[src/rtl/pfe_pkg.sv]
// ----------------------------------------------------------------------------
// pfe_pkg
// Shared types and constants for the postfix expression evaluator.
// ----------------------------------------------------------------------------
package pfe_pkg;

	localparam int unsigned STACK_DEPTH_DEF = 32;
	localparam int unsigned VAL_W = 32;

	localparam logic [7:0] CH_ADD = 8'h2B;
	localparam logic [7:0] CH_SUB = 8'h2D;
	localparam logic [7:0] CH_MUL = 8'h2A;
	localparam logic [7:0] CH_DIV = 8'h2F;
	localparam logic [7:0] CH_POW = 8'h5E;
	localparam logic [7:0] CH_D0 = 8'h30;
	localparam logic [7:0] CH_D9 = 8'h39;

	localparam logic [1:0] ST_OK = 2'd0;
	localparam logic [1:0] ST_UNDER = 2'd1;
	localparam logic [1:0] ST_OVER = 2'd2;
	localparam logic [1:0] ST_DIVZ = 2'd3;

	typedef enum logic [2:0] {
		K_NOP = 3'd0,
		K_PUSH = 3'd1,
		K_ADD = 3'd2,
		K_SUB = 3'd3,
		K_MUL = 3'd4,
		K_DIV = 3'd5,
		K_POW = 3'd6
	} kind_t;

	// decoded command passed from the front end to the execution unit
	typedef struct packed {
		kind_t      kind;
		logic [3:0] digit;
		logic       last;
	} cmd_t;

	localparam int unsigned CMD_W = $bits(cmd_t);

endpackage

[src/rtl/pfe_front.sv]
// ----------------------------------------------------------------------------
// pfe_front
// Character decoder and a two-entry command queue.
// ----------------------------------------------------------------------------
module pfe_front (
	input  logic          clk,
	input  logic          arst_n,
	input  logic          in_valid,
	output logic          in_ready,
	input  logic [7:0]    ch,
	input  logic          last,
	output logic          cmd_valid,
	input  logic          cmd_ready,
	output pfe_pkg::cmd_t cmd
);

	pfe_pkg::cmd_t cmd_dec;
	pfe_pkg::cmd_t buf_q [2];
	logic          rd_q;
	logic          wr_q;
	logic [1:0]    cnt_q;
	logic          push;
	logic          pop;

	always_comb begin
		cmd_dec.kind = pfe_pkg::K_NOP;
		cmd_dec.digit = ch[3:0];
		cmd_dec.last = last;
		if (ch >= pfe_pkg::CH_D0 && ch <= pfe_pkg::CH_D9) begin
			cmd_dec.kind = pfe_pkg::K_PUSH;
		end else if (ch == pfe_pkg::CH_ADD) begin
			cmd_dec.kind = pfe_pkg::K_ADD;
		end else if (ch == pfe_pkg::CH_SUB) begin
			cmd_dec.kind = pfe_pkg::K_SUB;
		end else if (ch == pfe_pkg::CH_MUL) begin
			cmd_dec.kind = pfe_pkg::K_MUL;
		end else if (ch == pfe_pkg::CH_DIV) begin
			cmd_dec.kind = pfe_pkg::K_DIV;
		end else if (ch == pfe_pkg::CH_POW) begin
			cmd_dec.kind = pfe_pkg::K_POW;
		end
	end

	assign in_ready = (cnt_q != 2'd2);
	assign cmd_valid = (cnt_q != 2'd0);
	assign cmd = buf_q[rd_q];
	assign push = in_valid && in_ready;
	assign pop = cmd_valid && cmd_ready;

	always_ff @(posedge clk) begin
		if (push) begin
			buf_q[wr_q] <= cmd_dec;
		end
	end

	always_ff @(posedge clk or negedge arst_n) begin
		if (!arst_n) begin
			rd_q <= 1'b0;
			wr_q <= 1'b0;
			cnt_q <= 2'd0;
		end else begin
			if (push) wr_q <= ~wr_q;
			if (pop) rd_q <= ~rd_q;
			if (push && !pop) cnt_q <= cnt_q + 2'd1;
			else if (pop && !push) cnt_q <= cnt_q - 2'd1;
		end
	end

endmodule

[config.mk]
export PLATFORM = sky130hd
export DESIGN_NAME = pfe_front
export DESIGN_NICKNAME = d
export VERILOG_FILES = /design/src/rtl/pfe_pkg.sv /design/src/rtl/pfe_front.sv
export SDC_FILE = /design/constraint.sdc
export NUM_CORES = 1
export LEC_CHECK = 0
export BUFFER_PORTS_ARGS = -buffer_cell sky130_fd_sc_hd__buf_2
export CAP_MARGIN = 20
export CORE_MARGIN = 10
export CORE_UTILIZATION = 50
export DETAILED_ROUTE_END_ITERATION = 6
export MAX_ROUTING_LAYER = met4
export PLACE_DENSITY = 0.87
export SLEW_MARGIN = 20
export SYNTH_ARGS = -nofsm -noshare
export SYNTH_HDL_FRONTEND = slang
export SYNTH_SLANG_ARGS = --single-unit
[constraint.sdc]
create_clock -name clk -period 1.75 [get_ports clk]
set_input_delay 0.175 -clock clk [delete_from_list [all_inputs] [get_ports clk]]
set_output_delay 0.175 -clock clk [all_outputs]
set_load 0.005 [all_outputs]
== After elaboration in Yosys (flattened, before gate mapping) ==
Memory sizes are Yosys's and may differ from the RTL's.
Index checks and enable logic that the tools add are counted.
Widths: inputs -> output; s select.

* Equal/unequal tests: 6
* Muxes and demuxes: 10
* Order comparisons: 2
* Reductions and logical operators: 9
* Bitwise operators: 2
* Add/sub/neg operators: 2

{| class="wikitable"
|+ Operators by type and width
! kind !! count
|-
| $eq 8x6->1 const B || 4
|-
| $mux 3 || 6
|-
| $eq 8x7->1 const B || 1
|-
| $ge 8x6->1 const B || 1
|-
| $le 8x6->1 const B || 1
|-
| $logic_and 1x1->1 || 5
|-
| $mux 2 || 2
|-
| $reduce_bool 2->1 || 2
|-
| $add 2x1->2 const B || 1
|-
| $logic_not 1->1 || 2
|-
| $mux 1 || 2
|-
| $ne 2x2->1 const B || 1
|-
| $not 1->1 || 2
|-
| $sub 2x1->2 const B || 1
|}

* Bits in writable memories: 16
* Logic and storage cells: 35
* Input port bits: 13
* Memories: 1
* Bits in registers: 4
* Output and inout port bits: 10

{| class="wikitable"
|+ Memories
! name !! words !! width !! read ports !! clocked after Yosys merged registers in !! write ports !! RTL line !! text
|-
| buf_q || 2 || 8 || 1 || 0 || 1 || pfe_front.sv:18 || <nowiki>pfe_pkg::cmd_t buf_q [2];</nowiki>
|}

== Longest topological paths before layout ==
* Depth in word-level cells: 7
* Gate-level depth with buffers: 7
* Depth with buffers taken out: 7

== Worst setup path after synthesis ==
No wires, ideal clock.

* Kind: flip-flop to flip-flop
* From: register cnt_q[0]
* To: register cnt_q[1]
* Slack: 343 ps
* Buffers on the path: 0
* Arrival: 1282 ps
* Clock period less this slack: 1407 ps
* Cell stages (with the launch flop): 7
* Data required time: 1625 ps
* Setup time: 125 ps
* Cell sequence: dfrtp_1 or2_2 nand2_1 ha_1 xor2_1 nor2_1 xor2_1

* Word-level cells in the longest chain between the ends: 5
* Elaborated cells on any way between the ends: 13
* Classes of those cells: 2 x add/sub; 1 x eq/ne; 2 x mux; 8 x reduce/logical

{| class="wikitable"
|+ Ends and longest elaborated chain
! item !! RTL line !! text
|-
| start: declaration || pfe_front.sv:21 || <nowiki>logic [1:0] cnt_q;</nowiki>
|-
| start signal: assignment || pfe_front.sv:64 || <nowiki>if (push && !pop) cnt_q <= cnt_q + 2'd1;</nowiki>
|-
| start signal: assignment || pfe_front.sv:65 || <nowiki>else if (pop && !push) cnt_q <= cnt_q - 2'd1;</nowiki>
|-
| $reduce_bool 2->1 * || pfe_front.sv:45 || <nowiki>assign cmd_valid = (cnt_q != 2'd0);</nowiki>
|-
| named net cmd_valid || pfe_front.sv:12 || <nowiki>output logic cmd_valid,</nowiki>
|-
| $logic_and 1x1->1 * || pfe_front.sv:48 || <nowiki>assign pop = cmd_valid && cmd_ready;</nowiki>
|-
| $logic_not 1->1 || pfe_front.sv:64 ||
|-
| $logic_and 1x1->1 || pfe_front.sv:64 ||
|-
| $mux 2 or $reduce_bool 2->1 (tied branches) || n/a ||
|}

The timed path passes the listed nets; every way through them passes the cells marked *. The select of a mux whose other input is x is not followed.
A chain may end at the register's enable or synchronous reset.

==> qor.csv <==
metric;value;unit
cp_slowest_cell;dfrtp_1;
cts_buffers;3;
die_w;62.3;um
ys_seq_area_share;64.9;%
ant_nets;0;
ys_seq_elements;20;
cts_hold_buffers;1;
drive_gt1_share;47.1;%
dieHeight;62.3;um
p_total;0.00151;W
grt_pass1_vias;660;
fin_crit;1.56;ns
drcViolationCount;0;
clk_pin_slew;0.11;ns
yosys.area_share.simple;13.8;%
hold_viol_final;0;
fmax;0.639;GHz
first_pass_iters;4;
grt_max_degree;12;
wirelength;1690;um
cp_cell_sequence;mux2_2 -> buf_2;
postCtsSetupBuffers;0;
cts_resized;0;
final_cell_mix;buf_2 (22), edfxtp_1 (16), mux2_2 (8);
syn-mean-instance-area;15.4;sq um
crit_required;1.57;ns
nets;100;
min_path_type;primary input to register;
power_density;1400;nW/um^2
cts_tree;done;
drt_iter0_markers;5;
dieArea;3880;sq um
fin_skew;0.000902;ns
clock_path_buffers;2;
synthAdderAreaFrac;1.40;%
synth_area;895;sq um
worst-slew-pin-transition;0.385;ns
core_area;1710;sq um
antenna_found_initial;0;
critical_path.startpoint_type;register;
h-tree-depth;1;
critPathKind;register to output port;
grt_pass1_wl;2900;um
vias_per_cell;5.02;
critical_path_depth;2;
synth_fp_nets;72;
cts_sinks;20;
drv_slew;0;
fillers;125;
crit_path_max_fanout;9;
cap_violations;0;
fin_setup_tns;0;ns
crit_buf_inv;1;
worst_ep_arrival_time;1.39;ns
gp_congestion;0.855;
syn2layout_area_growth;21.3;%
cpPeakStageDelay;0.59;ns
vias;552;
boundaryPins;23;
ys_types;24;
power.leakage;0.428;nW
cts_root_buf;clkbuf_4;
vdd_drop_max;1.03;mV
post-route-period-util;89.4;%
setup_viol;0;
rsz0062_at_grt;false;
grt.overflow.total;0;
grt_usage;9.56;%
antenna_cells;0;
port_buffers;22;
r2r_cells;7;
muxShareOfSynthArea;10.1;%
synth_compound_area_share;2.94;%
yosys_warnings;0;
synth-xor-area-share;5.87;%
routedWlPerCell;15.4;um
slew_headroom;74.3;%
min_path_cells;1;
final_common_cell;buf_2;
synth_top_family_by_area;simple AND/OR/NAND/NOR gates;
outcome;finished, final reports clean;
start_util;52.4;%
endpoint_kind;output port;
fp-row-count;15;
dp_hpwl;1340;um
cp_top_family;flip-flops;
synthCells;58;
clock_latency;0.29;ns
metrics by stage:
step | area, sq um | hold WS, ns | instances | util [%] | setup WS (ns)
floorplan | 895 | -0.121 | 58 | - | 0.343
global placement | 1040 | -0.0176 | 105 | 60.8 | 0.315
detailed placement | 1040 | -0.0126 | 105 | 60.8 | 0.257
CTS | 1080 | 0.0585 | 110 | 63.5 | 0.161
global route | 1080 | 0.0484 | 110 | 63.5 | 0.0946
finish | 1080 | 0.0689 | 110 | 63.5 | 0.186
cell type report:
class	instances	area, sq um	share of cell area [%]
Inverter	1	3.75	0.346
Timing Repair Buffer	24	128	11.8
Clock buffer	4	36.3	3.34
Multi-Input combinational cell	36	305	28.1
Tap cell	25	31.3	2.88
Sequential cell	20	581	53.5
cells by family after synthesis:
kind of cell | count (synthesis)
fa+ha+maj | 1
mux | 8
flops | 20
xor+xnor | 6
compound gates | 4
buf+inv | 2
simple gates | 17
synthesized netlist by cell type:
| library cell | number | share of area, % |
|---|---|---|
| a21oi_1 | 1 | 0.56 |
| and3_1 | 1 | 0.70 |
| and4b_1 | 1 | 1.1 |
| and4bb_2 | 1 | 1.4 |
| buf_2 | 1 | 0.56 |
| dfrtp_1 | 4 | 11 |
| edfxtp_1 | 16 | 54 |
| ha_1 | 1 | 1.4 |
| inv_1 | 1 | 0.42 |
| mux2_2 | 8 | 10 |
| nand2_1 | 3 | 1.3 |
| nand2b_1 | 2 | 1.4 |
| nand4_1 | 1 | 0.70 |
| nand4b_1 | 1 | 0.98 |
| nor2_1 | 3 | 1.3 |
| nor4_2 | 1 | 1.4 |
| nor4b_2 | 1 | 1.7 |
| o21ai_0 | 1 | 0.56 |
| o21bai_1 | 1 | 0.84 |
| o31a_1 | 1 | 0.98 |
| or2_2 | 1 | 0.70 |
| or3b_4 | 1 | 1.3 |
| xnor2_1 | 4 | 3.9 |
| xor2_1 | 2 | 2.0 |
per-layer routing:
metal	part of all wire [%]	GRT usage, %	up-vias
met4	1.3	7.54	0
met5	0	-	-
li1	-	-	275
met1	45	9.79	258
met2	51	16.2	17
met3	2.8	1.25	2
worst register-to-register path, delay by kind of cell, from the launching register on:
kind                       cells  cell delay, ns
DFF                            1            0.43
and+or+nand+nor                3            0.43
xor gates and xnor gates       2            0.30
adders and majority gates      1            0.22
buffers and inverters          1            0.06
worst paths after layout:
check                      startpoint          end  slack, ns
hold reg to reg              cnt_q[1]     cnt_q[1]       0.51
setup / recovery                 rd_q       cmd[4]       0.19
min in group asynchronous      arst_n     cnt_q[0]       0.22
setup reg to reg             cnt_q[0]     cnt_q[1]       0.23
max in group asynchronous      arst_n         rd_q       1.42
hold / removal                   last  buf_q[1][0]       0.07
power by group:
group / internal [W] / switching, W
Clock: 0.000127 / 0.000135
Sequential: 0.000663 / 0.0000913
Combinational: 0.000275 / 0.000222
state kept, by name, indices dropped and copies added (netlist names):
register / cells
buf_q: 16
cnt_q: 2
rd_q: 1
wr_q: 1
Power figures use the tool's default switching activity.
